### config.mk
export PLATFORM = sky130hd
export DESIGN_NAME = rrc_ctrl
export DESIGN_NICKNAME = d
export VERILOG_FILES = /design/src/rrc_pkg.sv /design/src/rrc_ctrl.sv
export SDC_FILE = /design/constraint.sdc
export NUM_CORES = 1
export LEC_CHECK = 0
export ABC_AREA = 1
export BUFFER_PORTS_ARGS = -buffer_cell sky130_fd_sc_hd__buf_2
export CORE_AREA = 2 2 39 41
export CTS_BUF_LIST = sky130_fd_sc_hd__clkbuf_8
export DETAILED_ROUTE_END_ITERATION = 10
export DIE_AREA = 0 0 41 43
export SLEW_MARGIN = 25
export SYNTH_ARGS = -nofsm -noshare
export SYNTH_HDL_FRONTEND = slang
export SYNTH_SLANG_ARGS = --single-unit
export TNS_END_PERCENT = 30
### constraint.sdc
create_clock -name clk -period 1.4 [get_ports clk]
set_input_delay 0.42 -clock clk [delete_from_list [all_inputs] [get_ports clk]]
set_output_delay 0.42 -clock clk [all_outputs]
set_load 0.1 [all_outputs]
### src/rrc_pkg.sv
// shared types and constants for the rational reduce and compare block
package rrc_pkg;
	localparam int IN_WIDTH = 32;

	typedef struct packed {
		logic signed [IN_WIDTH-1:0] first_numerator;
		logic signed [IN_WIDTH-1:0] first_denominator;
		logic signed [IN_WIDTH-1:0] second_numerator;
		logic signed [IN_WIDTH-1:0] second_denominator;
	} rrc_in_t;

	typedef struct packed {
		logic is_equal;
		logic signed [IN_WIDTH-1:0] reduced_numerator;
		logic signed [IN_WIDTH-1:0] reduced_denominator;
		logic invalid;
	} rrc_out_t;

	typedef struct packed {
		logic load;
		logic sel_second;
		logic gcd_step;
		logic div_start;
		logic [1:0] div_sel;
		logic finish;
	} rrc_cmd_t;

	typedef struct packed {
		logic gcd_done;
		logic div_done;
	} rrc_sts_t;

	localparam logic [1:0] DSEL_NUM = 2'd0;
	localparam logic [1:0] DSEL_DEN = 2'd1;
	localparam logic [1:0] DSEL_REM = 2'd2;
endpackage

### src/rrc_ctrl.sv
// control state machine sequencing gcd, divisions and compare
module rrc_ctrl import rrc_pkg::*; (
	input  logic clk,
	input  logic arst_n,
	input  logic in_valid,
	output logic in_ready,
	output logic out_valid,
	input  logic out_ready,
	output rrc_cmd_t cmd,
	input  rrc_sts_t sts
);
	localparam logic [2:0] S_IDLE = 3'd0, S_GCD = 3'd1, S_GWAIT = 3'd2, S_DN = 3'd3,
		S_DD = 3'd4, S_FIN = 3'd5, S_OUT = 3'd6, S_GSET = 3'd7;
	logic [2:0] state_q;
	logic sec_q, kick_q, ov_q;

	assign in_ready = (state_q == S_IDLE) && !ov_q;
	assign out_valid = ov_q;

	always_comb begin
		cmd = '0;
		cmd.sel_second = sec_q;
		cmd.load = in_valid && in_ready;
		unique case (state_q)
			S_GCD: begin
				cmd.div_sel = DSEL_REM;
				cmd.div_start = !sts.gcd_done;
			end
			S_GWAIT: begin
				cmd.div_sel = DSEL_REM;
				cmd.gcd_step = sts.div_done;
			end
			S_DN: begin
				cmd.div_sel = DSEL_NUM;
				cmd.div_start = kick_q;
			end
			S_DD: begin
				cmd.div_sel = DSEL_DEN;
				cmd.div_start = kick_q;
			end
			S_FIN: cmd.finish = 1'b1;
			default: ;
		endcase
	end

	always_ff @(posedge clk or negedge arst_n) begin
		if (!arst_n) begin
			state_q <= S_IDLE;
			sec_q <= 1'b0;
			kick_q <= 1'b0;
			ov_q <= 1'b0;
		end else begin
			kick_q <= 1'b0;
			if (ov_q && out_ready) ov_q <= 1'b0;
			unique case (state_q)
				S_IDLE: if (cmd.load) begin
					state_q <= S_GCD;
					sec_q <= 1'b0;
				end
				S_GCD: state_q <= sts.gcd_done ? S_GSET : S_GWAIT;
				S_GWAIT: if (sts.div_done) state_q <= S_GCD;
				S_GSET: begin
					state_q <= S_DN;
					kick_q <= 1'b1;
				end
				S_DN: if (sts.div_done) begin
					state_q <= S_DD;
					kick_q <= 1'b1;
				end
				S_DD: if (sts.div_done) state_q <= S_FIN;
				S_FIN: begin
					if (sec_q) begin
						state_q <= S_OUT;
					end else begin
						sec_q <= 1'b1;
						state_q <= S_GCD;
					end
				end
				S_OUT: begin
					ov_q <= 1'b1;
					state_q <= S_IDLE;
				end
				default: state_q <= S_IDLE;
			endcase
		end
	end
endmodule

-- Word level (Yosys, flattened, before mapping)
Cells that the tools add are included.
- register bits after elaboration: 6
- logic and storage cells: 44
- eq/ne operators: 11
- mux-type cells: 17
- reductions and logical operators: 12
- operators with widths (cell ; count):
    3-bit case mux with 8 select lines ; 1
    3-bit 2-to-1 mux ; 6
    3-bit equality test, second input constant ; 4
    2-bit != test, second input constant ; 4
    3-bit by 2-bit equality test with 1-bit output, second input constant ; 2
    1-bit 2-to-1 mux ; 6
    1-bit case mux with 2 select lines ; 3
    2-bit case mux with 2 select lines ; 1
    4-bit AND reduction ; 1
    2-bit nonzero test ; 2
    2-bit OR reduction ; 2
    3-bit by 1-bit equality test with 1-bit output, second input constant ; 1
    1-bit logical AND ; 3
    3-bit zero test ; 1
    1-bit zero test ; 2
    2-bit AND reduction ; 1

-- Longest topological paths before layout
- depth after elaboration: 5
- mapped depth: 9
- depth with buffers taken out: 8

-- Worst setup path before layout
OpenSTA, ideal clock, no wires.
- path type: flip-flop to output port
- from: reg state_q[2]
- to: out cmd[3] in the netlist's numbering
- arrival time: 2792 ps
- slack: -1812 ps
- cell stages (with the launch flop): 4
- buffers on the path: 0
- cells stage by stage: dfrtp_1 > inv_2 > nand3_1 > o21ai_0
- RTL lines (what ; RTL line ; RTL):
    start, declared ; rrc_ctrl.sv:14 ; logic [2:0] state_q;
    start signal, assigned ; rrc_ctrl.sv:60 ; S_GCD: state_q <= sts.gcd_done ? S_GSET : S_GWAIT;
    end, declared ; rrc_ctrl.sv:9 ; output rrc_cmd_t cmd,

==> metrics <==
Detail Placement HPWL 946 µm; cells after synthesis 52; Yosys cell types 20; I/O Buffers 14; Via density 4.90; minimum clock period 1720 ps; IO Count 15; Avg Synthesized Cell Area 7.77 µm²; Final Hold Vio Count 0; Die Ht around 43 µm; crit share post-route 1.23; critical path class flop to output pin; area grow syn2layout 109%; H-tree lvl count 1; failing checks setup timing; Synth Register Bits 6; CTS tree yes; worst-path maximum fanout 4; Ant. Diodes 0; clk sinks 6; synth warn 0; Placer Congestion 0.877; Tot GR Track Use 0.174; crit path DAT 1300 ps; hold_buf cts 0; first-pass GRT wire length a little over 2 mm; clock skew around 10 ps; Clk Tree Root Cell clkbuf_8; antenna violations before repair 0; Core Area between 0.001 and 0.0015 mm²; row count 14; Reg clk slew, reported paths about 40 ps; critical path launch point type flop; Die ar. about 0.0018 mm²; clk_lat worst skew 230 ps; pre-CTS setup slack -115 ps; largest net degree at the start of global routing 7; DIE WIDTH approximately 41 µm; Critical Path RT 980 ps; unrepaired setup endpoints after global routing true; fin. max-slew vios 0; Nets approximately 90; vias in the first global route about 500; Slew @ Worst Pin ~240 ps; Slew headroom 0.841; Fmax achieved around 580 MHz; vias between 400 and 500; Seq/Total Area, Yosys 0.372; Starting Density 0.292; crit end category output pin; Synth Net Count between 50 and 60; most frequent cells in the layout buf_4 (15), nand2_1 (9), buf_12 (9); status complete, but fails checks; Syn Std Cell Area ~400 µm²; setup slack after layout -323 ps; initial drt markers 8; Final setup viols 7; # DRC 0; clock buffer depth 2; TritonRoute pass-1 iters 4; Inserted Clock Buffers 3; Hold WC Path Type input port to asynchronous set/reset pin; remaining antenna violation count 0; GR Overflow Total 0; max-cap check violation count 0; share of layout cells above drive strength 1 0.631; wire length per cell 12.4 µm; most common cell after layout, fill and taps aside buf_4; WL final 1.24 mm
==> flip-flops by register name, indices dropped and copies added (netlist names) <==
name,count
state_q,3
kick_q,1
out_valid,1
sec_q,1
==> per-stage QoR <==
stage	instances	setup TNS, ps	hold WS (ps)	area (µm²)	util
finish	100	-1760	8.66	843	0.609
detailed placement	93	-249	251	741	0.535
floorplan	52	-3010	124	433	-
CTS	100	-1760	10.4	837	0.605
global route	100	-2110	13.6	843	0.609
global placement	93	-241	247	741	0.535
==> routing by layer <==
metal	up-vias	wire length [µm]	global-route usage
li1	240	-	-
met1	226	483	0.202
met2	20	647	0.275
met3	4	89	0.0733
met4	0	14	0.0600
met5	-	0	0
==> timing repair <==
action | in CTS | in global routing
setup buffers | 3 | 0
setup endpoints to repair | 7 | 7
gates cloned | 0 | 0
gates resized for setup | 7 | 2
pin swaps | 2 | 0
==> Yosys cell counts <==
| cell | count | share of area |
|---|---|---|
| buf_2 | 1 | 0.012 |
| nor2_2 | 1 | 0.015 |
| nand2_1 | 10 | 0.093 |
| a21oi_1 | 1 | 0.012 |
| nand3_4 | 1 | 0.043 |
| inv_4 | 1 | 0.015 |
| o21ai_1 | 1 | 0.012 |
| nand2_4 | 1 | 0.028 |
| nand3_1 | 6 | 0.074 |
| dfrtp_1 | 6 | 0.37 |
| buf_4 | 1 | 0.019 |
| nor3b_2 | 1 | 0.031 |
| inv_1 | 4 | 0.037 |
| o21ai_0 | 2 | 0.025 |
| nand2_2 | 1 | 0.015 |
| o32ai_1 | 1 | 0.022 |
| nand4_1 | 6 | 0.093 |
| inv_2 | 4 | 0.037 |
| nand3_2 | 1 | 0.025 |
| nor2_1 | 2 | 0.019 |
==> final timing paths <==
path | from | endpoint | slack, ps | cells after the start
max in group asynchronous | arst_n | state_q[0]$_DFFE_PN0P_ | 1230 | 1
min in group clk | out_ready | out_valid$_DFFE_PN0P_ | 380 | 2
setup / recovery | state_q[0]$_DFFE_PN0P_ | cmd[6] | -320 | 4
setup reg to reg | state_q[0]$_DFFE_PN0P_ | state_q[2]$_DFFE_PN0P_ | 120 | 8
hold / removal | arst_n | sec_q$_DFFE_PN0P_ | 9 | 1
hold reg to reg | sec_q$_DFFE_PN0P_ | sec_q$_DFFE_PN0P_ | 630 | 2
==> worst max-delay path: stages, from the launching register on <==
cell and delay [ps]:
dfrtp_2 430, inv_4 100, nand3_4 90, nor3b_4 240, buf_12 210
==> final cells by class <==
cell class / instances / area [µm²]
fillers: 120 / 541
repair buffers: 30 / 329
multi-input cells: 35 / 253
flip-flops and latches: 6 / 153
inverters: 9 / 43.8
clock buffers: 3 / 41.3
well taps: 16 / 20.0
clock inverters: 1 / 3.75
==> cells by family after synthesis <==
group,Yosys count,share of synthesized area
buffers and inverters,11,0.121
AOI/OAI and AO/OA,5,0.0712
and+or+nand+nor,30,0.437
DFF,6,0.372
Power is left out: the tool's default activity adds up to more than one toggle a clock period on the data nets, which glitch-free logic cannot reach.
