$ cat src/rrc_pkg.sv
// shared types and constants for the rational reduce and compare block
package rrc_pkg;
	localparam int IN_WIDTH = 32;

	typedef struct packed {
		logic signed [IN_WIDTH-1:0] first_numerator;
		logic signed [IN_WIDTH-1:0] first_denominator;
		logic signed [IN_WIDTH-1:0] second_numerator;
		logic signed [IN_WIDTH-1:0] second_denominator;
	} rrc_in_t;

	typedef struct packed {
		logic is_equal;
		logic signed [IN_WIDTH-1:0] reduced_numerator;
		logic signed [IN_WIDTH-1:0] reduced_denominator;
		logic invalid;
	} rrc_out_t;

	typedef struct packed {
		logic load;
		logic sel_second;
		logic gcd_step;
		logic div_start;
		logic [1:0] div_sel;
		logic finish;
	} rrc_cmd_t;

	typedef struct packed {
		logic gcd_done;
		logic div_done;
	} rrc_sts_t;

	localparam logic [1:0] DSEL_NUM = 2'd0;
	localparam logic [1:0] DSEL_DEN = 2'd1;
	localparam logic [1:0] DSEL_REM = 2'd2;
endpackage

$ cat src/rrc_div.sv
// iterative signed divider, one quotient bit per cycle, truncating
module rrc_div import rrc_pkg::*; #(parameter int W = 32) (
	input  logic clk,
	input  logic arst_n,
	input  logic start,
	input  logic signed [W-1:0] a,
	input  logic signed [W-1:0] b,
	output logic done,
	output logic signed [W-1:0] quo,
	output logic signed [W-1:0] rem
);
	localparam int CW = $clog2(W + 1);
	logic [CW-1:0] cnt_q;
	logic [W-1:0] q_q, r_q, d_q;
	logic nq_q, nr_q, busy_q, done_q;
	logic [W:0] trial;
	logic [W-1:0] rs;
	logic [W-1:0] ua, ub;

	assign ua = a[W-1] ? W'(-a) : W'(a);
	assign ub = b[W-1] ? W'(-b) : W'(b);
	assign rs = {r_q[W-2:0], q_q[W-1]};
	assign trial = {r_q, q_q[W-1]} - {1'b0, d_q};

	always_ff @(posedge clk or negedge arst_n) begin
		if (!arst_n) begin
			busy_q <= 1'b0;
			done_q <= 1'b0;
			cnt_q <= '0;
		end else begin
			done_q <= 1'b0;
			if (start) begin
				busy_q <= 1'b1;
				cnt_q <= CW'(W);
			end else if (busy_q) begin
				cnt_q <= cnt_q - 1'b1;
				if (cnt_q == CW'(1)) begin
					busy_q <= 1'b0;
					done_q <= 1'b1;
				end
			end
		end
	end

	always_ff @(posedge clk) begin
		if (start) begin
			q_q <= ua;
			r_q <= '0;
			d_q <= ub;
			nq_q <= a[W-1] ^ b[W-1];
			nr_q <= a[W-1];
		end else if (busy_q) begin
			if (!trial[W]) begin
				r_q <= trial[W-1:0];
				q_q <= {q_q[W-2:0], 1'b1};
			end else begin
				r_q <= rs;
				q_q <= {q_q[W-2:0], 1'b0};
			end
		end
	end

	assign done = done_q;
	assign quo = nq_q ? W'(-q_q) : W'(q_q);
	assign rem = nr_q ? W'(-r_q) : W'(r_q);
endmodule

$ cat src/rrc_datapath.sv
// datapath: operand registers, gcd registers, divider and result logic
module rrc_datapath import rrc_pkg::*; #(parameter int W = 32) (
	input  logic clk,
	input  logic arst_n,
	input  rrc_cmd_t cmd,
	output rrc_sts_t sts,
	input  logic [IN_WIDTH-1:0] in_n1,
	input  logic [IN_WIDTH-1:0] in_d1,
	input  logic [IN_WIDTH-1:0] in_n2,
	input  logic [IN_WIDTH-1:0] in_d2,
	output logic res_eq,
	output logic [IN_WIDTH-1:0] res_num,
	output logic [IN_WIDTH-1:0] res_den,
	output logic res_inv
);
	logic signed [W-1:0] n1_q, d1_q, n2_q, d2_q, a_q, b_q, g_q, rn_q, rd_q;
	logic signed [W-1:0] on_q, od_q;
	logic ok1_q;
	logic signed [W-1:0] cur_n, cur_d, div_a, div_b, quo, rem, mn, fn, fd;
	logic ok, neg;

	assign mn = {1'b1, {(W-1){1'b0}}};
	assign cur_n = cmd.sel_second ? n2_q : n1_q;
	assign cur_d = cmd.sel_second ? d2_q : d1_q;
	assign div_a = (cmd.div_sel == DSEL_REM) ? a_q :
		(cmd.div_sel == DSEL_NUM) ? cur_n : cur_d;
	assign div_b = (cmd.div_sel == DSEL_REM) ? b_q : g_q;

	rrc_div #(.W(W)) u_div (.clk, .arst_n, .start(cmd.div_start), .a(div_a), .b(div_b),
		.done(sts.div_done), .quo, .rem);

	assign sts.gcd_done = (b_q == '0);

	// final sign move and validity of one rational
	always_comb begin
		ok = 1'b1;
		fn = rn_q;
		fd = rd_q;
		if (g_q == '0) ok = 1'b0;
		else if (g_q == '1) begin
			if (cur_n == mn || cur_d == mn) ok = 1'b0;
			fn = W'(-cur_n);
			fd = W'(-cur_d);
		end else if ((cur_n == mn || cur_d == mn) && g_q == '1) ok = 1'b0;
		neg = fd[W-1];
		if (neg) begin
			if (fn == mn || fd == mn) ok = 1'b0;
			fn = W'(-fn);
			fd = W'(-fd);
		end
	end

	always_ff @(posedge clk or negedge arst_n) begin
		if (!arst_n) begin
			res_eq <= 1'b0;
			res_inv <= 1'b0;
			ok1_q <= 1'b0;
		end else if (cmd.finish) begin
			if (!cmd.sel_second) ok1_q <= ok;
			else begin
				res_eq <= ok1_q && ok && on_q == fn && od_q == fd;
				res_inv <= !(ok1_q && ok);
			end
		end
	end

	always_ff @(posedge clk) begin
		if (cmd.load) begin
			n1_q <= W'($signed(in_n1));
			d1_q <= W'($signed(in_d1));
			n2_q <= W'($signed(in_n2));
			d2_q <= W'($signed(in_d2));
			a_q <= W'($signed(in_n1));
			b_q <= W'($signed(in_d1));
		end else if (cmd.finish && !cmd.sel_second) begin
			a_q <= n2_q;
			b_q <= d2_q;
		end else if (cmd.gcd_step) begin
			a_q <= b_q;
			b_q <= (b_q == '1) ? '0 : rem;
		end
		if (sts.gcd_done) g_q <= a_q;
		if (sts.div_done && cmd.div_sel == DSEL_NUM) rn_q <= quo;
		if (sts.div_done && cmd.div_sel == DSEL_DEN) rd_q <= quo;
		if (cmd.finish && !cmd.sel_second) begin
			on_q <= fn;
			od_q <= fd;
		end
		if (cmd.finish && cmd.sel_second) begin
			res_num <= IN_WIDTH'(ok1_q && ok && on_q == fn && od_q == fd ? on_q : '0);
			res_den <= IN_WIDTH'(ok1_q && ok && on_q == fn && od_q == fd ? od_q : '0);
		end
	end
endmodule

$ cat config.mk
export PLATFORM = sky130hd
export DESIGN_NAME = rrc_datapath
export DESIGN_NICKNAME = d
export VERILOG_FILES = /design/src/rrc_pkg.sv /design/src/rrc_div.sv /design/src/rrc_datapath.sv
export SDC_FILE = /design/constraint.sdc
export NUM_CORES = 1
export LEC_CHECK = 0
export BUFFER_PORTS_ARGS = -buffer_cell sky130_fd_sc_hd__clkbuf_2
export CAP_MARGIN = 20
export CORE_MARGIN = 4
export CORE_UTILIZATION = 50
export CTS_CLUSTER_DIAMETER = 40
export DETAILED_ROUTE_END_ITERATION = 12
export PLACE_DENSITY = 0.71
export SKIP_LAST_GASP = 1
export SLEW_MARGIN = 40
export SYNTH_ARGS = -nofsm -noshare
export SYNTH_HDL_FRONTEND = slang
export SYNTH_SLANG_ARGS = --single-unit
$ cat constraint.sdc
create_clock -name clk -period 6 [get_ports clk]
set_input_delay 1.2 -clock clk [delete_from_list [all_inputs] [get_ports clk]]
set_output_delay 1.2 -clock clk [all_outputs]
set_load 0.005 [all_outputs]
Yosys cells after proc, flatten, opt, wreduce, memory -nomap -nowiden
Index checks and enable logic that the tools add are counted.
- bits in registers: 525
- output and inout bits: 68
- word-level logic and storage cells: 107
- add/sub/neg operators: 10
- equal/unequal tests: 11
- multiplexer cells: 40
- bitwise gates (word level): 2
- reductions and logical operators: 19
- operators by type and width (operator ; count):
    $mux W32 ; 24
    $neg A32 Y32 ; 8
    $eq A32 B32 Y1 const B ; 6
    $eq A32 B32 Y1 ; 2
    $logic_not A32 Y1 ; 2
    $sub A33 B32 Y33 ; 1
    $mux W31 ; 1
    $mux W1 ; 13
    $mux W6 ; 2
    $logic_and A1 B1 Y1 ; 8
    $eq A6 B1 Y1 const B ; 1
    $sub A6 B1 Y6 const B ; 1
    $reduce_and A2 Y1 ; 2
    $reduce_bool A3 Y1 ; 1
    $eq A2 B1 Y1 const B ; 1
    $eq A2 B2 Y1 const B ; 1
    $logic_not A1 Y1 ; 2
    $logic_not A2 Y1 ; 1
    $logic_or A1 B1 Y1 ; 2
    $reduce_bool A2 Y1 ; 1
    $not A1 Y1 ; 1
    $xor A1 B1 Y1 ; 1

Depth between registers and ports, before layout
Gate-level depths: netlist (run 1).
- depth after elaboration: 12
- gate-level depth with buffers: 30
- gate-level depth less buffers: 17

By module
A second synthesis (run 1) with hierarchy kept.
- cells, all modules: 3089
- area total of the unflattened synthesis: 31933.1 um2
- modules (own cells, without submodules) (module ; instances ; cells an instance ; area each (um2) ; seq. area each (um2)):
    rrc_datapath ; 1 ; 2061 ; 23425.0 ; 12567.1
    rrc_div ; 1 ; 1028 ; 8508.2 ; 2822.7

Worst setup path after synthesis (run 1)
No wires, ideal clock.
- path kind: input to register
- start: input port cmd[5] (netlist name)
- end: register res_den[0], data pin
- setup time: 0.151 ns
- data arrival time: 7.267 ns
- data required time: 5.849 ns
- slack: -1.418 ns
- stages: 29
- path buffers: 14
- path through: buf_4 > buf_6 > buf_6 > buf_6 > buf_6 > buf_6 > buf_2 > buf_2 > buf_2 > buf_2 > mux2i_1 > ha_1 > clkbuf_1 > nor4bb_1 > nor3_1 > a2111oi_0 > nor4b_1 > a2bb2o_1 > or2_0 > clkbuf_1 > or4_1 > a31o_2 > nor4_1 > nand4_1 > nor4_1 > nand4_1 > buf_4 > buf_6 > nor3b_2
- word-level cells in the longest chain between the ends: 12
- elaborated cells on any way between the ends: 30
- those cells by class: add/sub (4); eq/ne (6); mux (14); reduce/logical (6)
- ends and longest elaborated chain (what ; RTL line ; source):
    start, declared ; rrc_datapath.sv:5 ; input rrc_cmd_t cmd,
    parallel branches: the longest is 11 deep, another holds $neg A32 Y32 ; -- ;
    $logic_and A1 B1 Y1 (*) ; rrc_datapath.sv:91 ; res_den <= IN_WIDTH'(ok1_q && ok && on_q == fn && od_q == fd ? od_q : '0);
    end signal, assigned ; rrc_datapath.sv:91 ;
    end, declared ; rrc_datapath.sv:13 ; output logic [IN_WIDTH-1:0] res_den,
Every way passes the cells marked *.
A chain may end at the register's enable or synchronous reset.

Worst setup path after layout (run 1)
- start: register g_q[29]
- end: register res_den[15], data pin
- word-level cells in the longest chain between the ends: 10
- elaborated cells on any way between the ends: 24
- those cells by class: add/sub (2); eq/ne (5); mux (11); reduce/logical (6)
- ends and longest elaborated chain (what ; RTL line ; source):
    start, declared ; rrc_datapath.sv:16 ; logic signed [W-1:0] n1_q, d1_q, n2_q, d2_q, a_q, b_q, g_q, rn_q, rd_q;
    start signal, assigned ; rrc_datapath.sv:82 ; if (sts.gcd_done) g_q <= a_q;
    parallel branches: the longest is 9 deep, another holds $neg A32 Y32 ; -- ;
    $logic_and A1 B1 Y1 (*) ; rrc_datapath.sv:91 ;
Marked as above.

==> metrics.md, run 1 <==
| Metric | Value |
|---|---|
| Post-Route WL | 124,000 um |
| CTS Buf Count | 93 |
| H-tree Lvls | 3 |
| Fill count | 5,256 |
| Maximum clock frequency | 172 MHz |
| Antenna cells | 0 |
| RD Place Congestion | about 1.0 |
| Post-Synthesis Cells | 3,126 |
| PnR worst setup slack | 0.203 ns |
| Yosys cell types | 104 |
| CP arrival | roughly 6.3 ns |
| Area of the multi-input gates | roughly 16,000 um2 |
| Max FO, Critical Path | 16 |
| FFs w/ async S/R, synth | 2.10% |
| Critical Path RT | ~6.5 ns |
| Switching pwr | roughly 4.3 mW |
| Switching share of total power | 31.6% |
| IO Port Bufs | 204 |
| CP most frequent cell | buf_4 |
| # IOs | 205 |
| Sequential share of power | a little under two fifths |
| Max transition margin | 39.3% |
| Cell depth of the worst hold path | 0 |
| Ys Warns | 0 |
| Crit share post-route | roughly 97% |
| Clock transition at the registers of the reported paths | roughly 0.05 ns |
| Run status | complete, no violations |
| Seq/Total Area, Yosys | 47.2% |
| Layout area overhead | 25.9% |
| Final setup fails | 0 |
| GRT Resource Usage Total | 34.5% |
| Final slew viol count | 0 |
| DRC | 0 |
| Final setup TNS | 0 ns |
| Mapped Area | 32,600 um2 |
| Post-route ant nets | 0 |
| Syn Area/Cell | 10.4 um2 |
| FP Rows | 93 |
| Top post-synthesis cells by area | edfxtp_1 (44%), xnor2_1 (5.4%), mux2i_1 (4.2%), nand2_1 (2.9%), nor2_1 (2.7%) |
| Cell area power density | ~330 nW/um2 |
| Core ar. | between 60,000 and 70,000 um2 |
| Final HPWL DP | 96,900 um |
| Slowest stage delay, CP | 0.86 ns |
| Clock power frac | 39.9% |
| Setup Skew | 0.0278 ns |
| Share of cells above drive strength 1 | 27.0% |
| Lkg Pwr | 15.7 nW |
| RSZ-0062 raised after global routing | false |
| Root Buffer | clkbuf_16 |
| Hold Vio Cnt, Final | 0 |
| Initial DRC Count | 3,295 |
| WS Path Type | flip-flop to flip-flop |
| Vias in the first global route | ~29,000 |
| DIE WIDTH | 263 um |
| Critical path, cell by cell | nand4_1, or4_1, buf_4, nor3_1, a21oi_1, ha_1, o211ai_1, o31ai_1, buf_4, o2111a_1, and2_1, nand4_1, o21ai_0, or4_1, nor4_1, buf_4, and4_1, nand4_1, buf_12, buf_4, nor3b_2 |
| Die H | 263 um |
| Clock period minus worst slack | 5.80 ns |
| Clock Sink Count | between 500 and 600 |
| Die Area | 69,300 um2 |
| DR vias | 29,052 |
| Wirelength per Cell | 26.7 um |
| Initial Util | 50.5% |
| Max_cap viols | 0 |
| Largest net degree at the start of global routing | 124 |
| Layout Nets | about 4,000 |
| Clk_lat worst skew | 0.66 ns |
| DR vias/cell | 6.25 |
| Synth area leader | edfxtp_1 |
| TritonCTS clock tree | built |
| Sequential cell area | 15,400 um2 |
| DRT Pass-1 Iters | 6 |
| Yosys reg bits | 525 |
| Combinational power share | 22.3% |
| Critical path startpoint category | flip-flop |
| Post-place setup slack | -0.771 ns |
| EDFF count, synth | 482 |
| Peak VDD IR | 0.302 mV |
| Initial antenna violation count | 0 |
| Finished Core Util | 63.6% |
| Prevailing post-synth register cell | edfxtp_1 |
| GRT overflow | 0 |
| Hold WC Path Type | flip-flop to flip-flop |
| Top cell type's share of synthesized area | between 40 and 50% |
| CP endpoint kind | flip-flop |
| Least-Margin Pin Slew | 0.902 ns |
| Setup bufs post-CTS | 0 |
| Internal | 9.23 mW |
| Clock Path Buffers | 3 |
| First-pass GRT wire length | 183,000 um |
| Syn_nets | 3,306 |
| Slowest-stage cell, CP | or4_1 |
| Reg2reg path depth | 21 |
-- power by group through the flow --
stage / logic (mW) / registers, mW / clock network (mW)
after floorplan: 2.08 / 4.88 / 0
after global placement: 2.84 / 5.12 / 0
after detailed placement: 2.93 / 5.13 / 0
after CTS: 2.96 / 5.07 / 5.42
after global routing: 3.27 / 5.13 / 5.62
final: 3.01 / 5.10 / 5.39
-- stage by stage --
step                      instance area [um2]  std cells  hold WS (ns)  power (mW)
after global placement                  37700       4476         0.439        7.96
after detailed placement                37700       4477         0.447        8.06
after CTS                               40900       4646         0.462        13.4
after floorplan                         32700       3126         0.417        6.96
after global routing                    41000       4646         0.491        14.0
final                                   41000       4646         0.464        13.5
-- layer usage --
| metal | share of wire (%) | track usage (%) | up-vias |
|---|---|---|---|
| li1 | - | - | 13130 |
| met1 | 40 | 45.3 | 14081 |
| met2 | 47 | 57.5 | 1578 |
| met3 | 8.9 | 6.62 | 263 |
| met4 | 3.8 | 11.9 | 0 |
| met5 | 0 | 0 | - |
-- timing repair --
item                                    in CTS  in global routing
pin swaps                                    0                  2
hold buffers                                 0                  0
endpoints found under the setup margin      60                 63
gates resized for setup                      3                 17
-- critical path: cells and delay by family (launching register included) --
kind / cells / cell delay, ns
buffers and inverters: 5 / 0.98
adder cells (fa/ha/maj): 1 / 0.26
AND/OR/NAND/NOR: 10 / 3.21
flip-flops: 1 / 0.43
AO/OA/AOI/OAI: 5 / 0.72
-- layout make-up --
type / instances / share of cell area [%]
inverters: 99 / 0.909
flip-flops and latches: 525 / 37.5
clock inverters: 59 / 1.65
repair buffers: 654 / 11.3
clock buffers: 110 / 6.09
multi-input cells: 2344 / 39.9
well taps: 855 / 2.61
-- flip-flops by register name, indices dropped and copies added, names as in the netlist --
register and count:
u_div.nq_q 1, res_inv 1, d1_q 32, b_q 32, res_num 32, u_div.nr_q 1
d2_q 32, u_div.busy_q 1, u_div.done 1, u_div.q_q 32, n1_q 32, a_q 32
res_eq 1, u_div.d_q 32, g_q 32, on_q 32, n2_q 32, rn_q 32
rd_q 32, ok1_q 1, u_div.cnt_q 6, res_den 32, od_q 32, u_div.r_q 32
-- cell usage after synthesis (all sizes together) (20+ instances only) --
cell type  count
a211oi        36
a21o          31
a21oi        149
a22oi         39
a311oi        25
a31oi         38
and2          20
and3          22
buf           54
clkbuf       104
dfxtp         32
edfxtp       482
ha            42
inv           98
mux2          72
mux2i        139
nand2        252
nand2b        28
nand3         53
nand4         54
nor2         239
nor3         136
nor3b         59
nor4          56
o211ai        25
o21ai        166
o31ai         45
or3           45
or4           31
xnor2        200
xor2          72
-- kinds of logic (layout without fill, tap and decap cells) --
kind of cell	after synthesis	after routing	share of synthesized area, %
AOI/OAI and AO/OA	722	722	14.9
xor gates and xnor gates	279	279	7.80
adders and majority gates	43	43	1.67
buffers and inverters	257	922	3.36
DFF	525	525	47.2
muxes	211	211	6.77
and+or+nand+nor	1089	1089	18.3
-- layout by cell type, fill, tap and decap left out, drive strengths merged, types with 25 or more instances in the layout --
cell type / instances
edfxtp: 482
buf: 452
clkbuf: 312
nand2: 252
nor2: 239
xnor2: 200
o21ai: 166
a21oi: 149
mux2i: 139
nor3: 136
inv: 115
mux2: 72
xor2: 72
nor3b: 59
nor4: 56
nand4: 54
nand3: 53
o31ai: 45
or3: 45
ha: 42
a22oi: 39
a31oi: 38
a211oi: 36
dfxtp: 32
a21o: 31
or4: 31
nand2b: 28
clkinv: 27
o211ai: 25
a311oi: 25
-- final timing paths --
check,start,end,slack (ns)
min in group asynchronous,arst_n,res_eq,0.50
max in group asynchronous,arst_n,u_div.busy_q,5.16
min reg2reg,a_q[23],g_q[23],0.46
max,g_q[29],res_den[15],0.20
min,a_q[23],g_q[23],0.46
max reg2reg,g_q[29],res_den[15],0.20
No activity file was read; power rests on OpenSTA's default activity.
==> run 2, diff against run 1 <==
==> constraint.sdc (replaced) <==
create_clock -name clk -period 6 [get_ports clk]
set_input_delay 0.3 -clock clk [delete_from_list [all_inputs] [get_ports clk]]
set_output_delay 0.3 -clock clk [all_outputs]
set_load 0.005 [all_outputs]
==> metrics.md, run 2 (synthesis results as in run 1) <==
| Metric | Value |
|---|---|
| Final HPWL DP | 92,700 um |
| Hold Vio Cnt, Final | 0 |
| Most frequent cells in the layout | edfxtp_1 (482), nand2_1 (251), nor2_1 (235) |
| Sequential share of power | 39.3% |
| Slowest stage delay, CP | 0.77 ns |
| Clock Sink Count | ~530 |
| Power, Total | about 13 mW |
| Least-Margin Pin Slew | ~0.89 ns |
| Final setup fails | 0 |
| Clk_lat worst skew | roughly 0.64 ns |
| Largest net degree at the start of global routing | 132 |
| DIE WIDTH | 263 um |
| Run status | complete, no violations |
| Share of cells above drive strength 1 | 20.4% |
| Clock power frac | 37.9% |
| H-tree Lvls | 3 |
| DR vias/cell | approximately 6.3 |
| Hold WC Path Type | input port to asynchronous set/reset pin |
| PnR worst setup slack | approximately 0.25 ns |
| WS Path Type | flip-flop to flip-flop |
| Initial antenna violation count | 5 |
| # IOs | 205 |
| Max transition margin | between 40% and 50% |
| Peak VDD IR | 0.305 mV |
| CTS Buf Count | 84 |
| Slowest-stage cell, CP | or4_1 |
| Clock Path Buffers | 3 |
| Switching pwr | roughly 4.2 mW |
| Crit share post-route | 95.8% |
| Final slew viol count | 0 |
| GRT overflow | 0 |
| Lkg Pwr | 14.8 nW |
| Critical path startpoint category | flip-flop |
| GRT Resource Usage Total | between 30 and 40% |
| Post-route ant nets | 0 |
| Clock period minus worst slack | 5.75 ns |
| Maximum clock frequency | around 170 MHz |
| CP endpoint kind | flip-flop |
| FP Rows | just over 90 |
| DR vias | 28,531 |
| Initial DRC Count | 3,491 |
| CP arrival | 6.26 ns |
| DRC | 0 |
| First-pass GRT wire length | around 180,000 um |
| Crit path max-delay family | simple AND/OR/NAND/NOR gates |
| Leading cell type in the layout, fill and taps excluded | edfxtp_1 |
| Post-route cell area | 39,900 um2 |
| Cell area power density | 325 nW/um2 |
| Combinational power share | 22.8% |
| Vias in the first global route | about 28,000 |
| Layout area overhead | 22.6% |
| RD Place Congestion | 1.01 |
| Setup Skew | approximately 0.035 ns |
| Clock transition at the registers of the reported paths | 0.06 ns |
| Critical Path RT | roughly 6.5 ns |
| Layout Nets | 3,763 |
| Final setup TNS | 0 ns |
| Core ar. | 64,500 um2 |
| Critical path, cell by cell | nand4_1, buf_4, or4_1, buf_4, o21ai_0, o31a_1, nand3_1, or4b_4, buf_4, nor3b_1, nor4_1, a211o_1, nor4_1, and4_1, nand4_1, buf_12, buf_12, o31ai_1 |
| Internal | 8.75 mW |
| IO Port Bufs | 204 |
| Root Buffer | clkbuf_16 |
| Dpl cells | between 4,000 and 5,000 |
| Cell Area, Placed | 35,800 um2 |
| TritonCTS clock tree | built |
| Initial Util | 50.5% |
| Switching share of total power | 32.6% |
| Post-place setup slack | 0.167 ns |
| CP most frequent cell | buf_4 |
| Die H | 263 um |
| Die Area | 69,300 um2 |
| DRT Pass-1 Iters | 6 |
| Max_cap viols | 0 |
| Wirelength per Cell | 26.9 um |
| Max FO, Critical Path | 10 |
| Post-Route WL | 121,000 um |
| WP buf/inv | 5 |
| Fin cells | 4,509 |
run 2: cell types whose count changed in the layout (fill, tap and decap cells not counted), moves of 6 or more:
cell | previous run | this run
buf_4 | 433 | 176
clkbuf_1 | 11 | 5
clkbuf_16 | 97 | 85
dlygate4sd3_1 | 0 | 129
inv_6 | 12 | 20
run 2: final timing paths:
path | startpoint | end | slack, ns | cells after the start
min in group clk | cmd[3] | u_div.cnt_q[0] | 0.21 | 2
setup reg to reg | g_q[28] | res_eq | 0.25 | 18
max in group asynchronous | arst_n | u_div.busy_q | 5.49 | 2
hold reg to reg | a_q[16] | g_q[16] | 0.46 | 0
setup / recovery | g_q[28] | res_eq | 0.25 | 18
hold / removal | arst_n | ok1_q | 0.18 | 2
run 2: power groups by stage:
stage	sequential (mW)	combinational, mW	clock, mW
after floorplan	4.88	2.07	0
after global placement	5.13	2.75	0
after detailed placement	5.14	2.84	0
after CTS	5.07	2.93	4.95
after global routing	5.14	3.25	5.14
final	5.11	2.97	4.92
run 2: stage by stage:
| stage | hold WS [ns] | util (%) |
|---|---|---|
| global placement | 0.229 | 55.4 |
| global route | 0.190 | 62.0 |
| CTS | 0.115 | 61.9 |
| finish | 0.183 | 62.0 |
| detailed placement | 0.243 | 55.5 |
| floorplan | 0.00441 | - |
run 2: metal layers:
| metal | vias up | share of wire, % | wire (um) | GRT usage (%) |
|---|---|---|---|---|
| met4 | 0 | 4.7 | 5730 | 14.5 |
| met1 | 13860 | 40 | 48000 | 44.3 |
| met2 | 1524 | 47 | 57100 | 56.0 |
| met3 | 300 | 8.7 | 10500 | 5.96 |
| met5 | - | 0 | 0 | 0 |
| li1 | 12847 | - | - | - |
run 2: repair_timing:
action / CTS / global route
endpoints found under the setup margin: 0 / 65
endpoints found under the hold margin: 176 / 0
resized for setup: 0 / 8
hold buffers: 129 / 0
setup buffers: 0 / 0
run 2: cell type report:
class	instances	area, um2
Inverter	99	372
Timing Repair Buffer	529	4010
Clock buffer	90	2150
Antenna cell	1	2.50
Multi-Input combinational cell	2344	16200
Clock inverter	66	706
Fill cell	5199	24500
Sequential cell	525	15400
Tap cell	855	1070
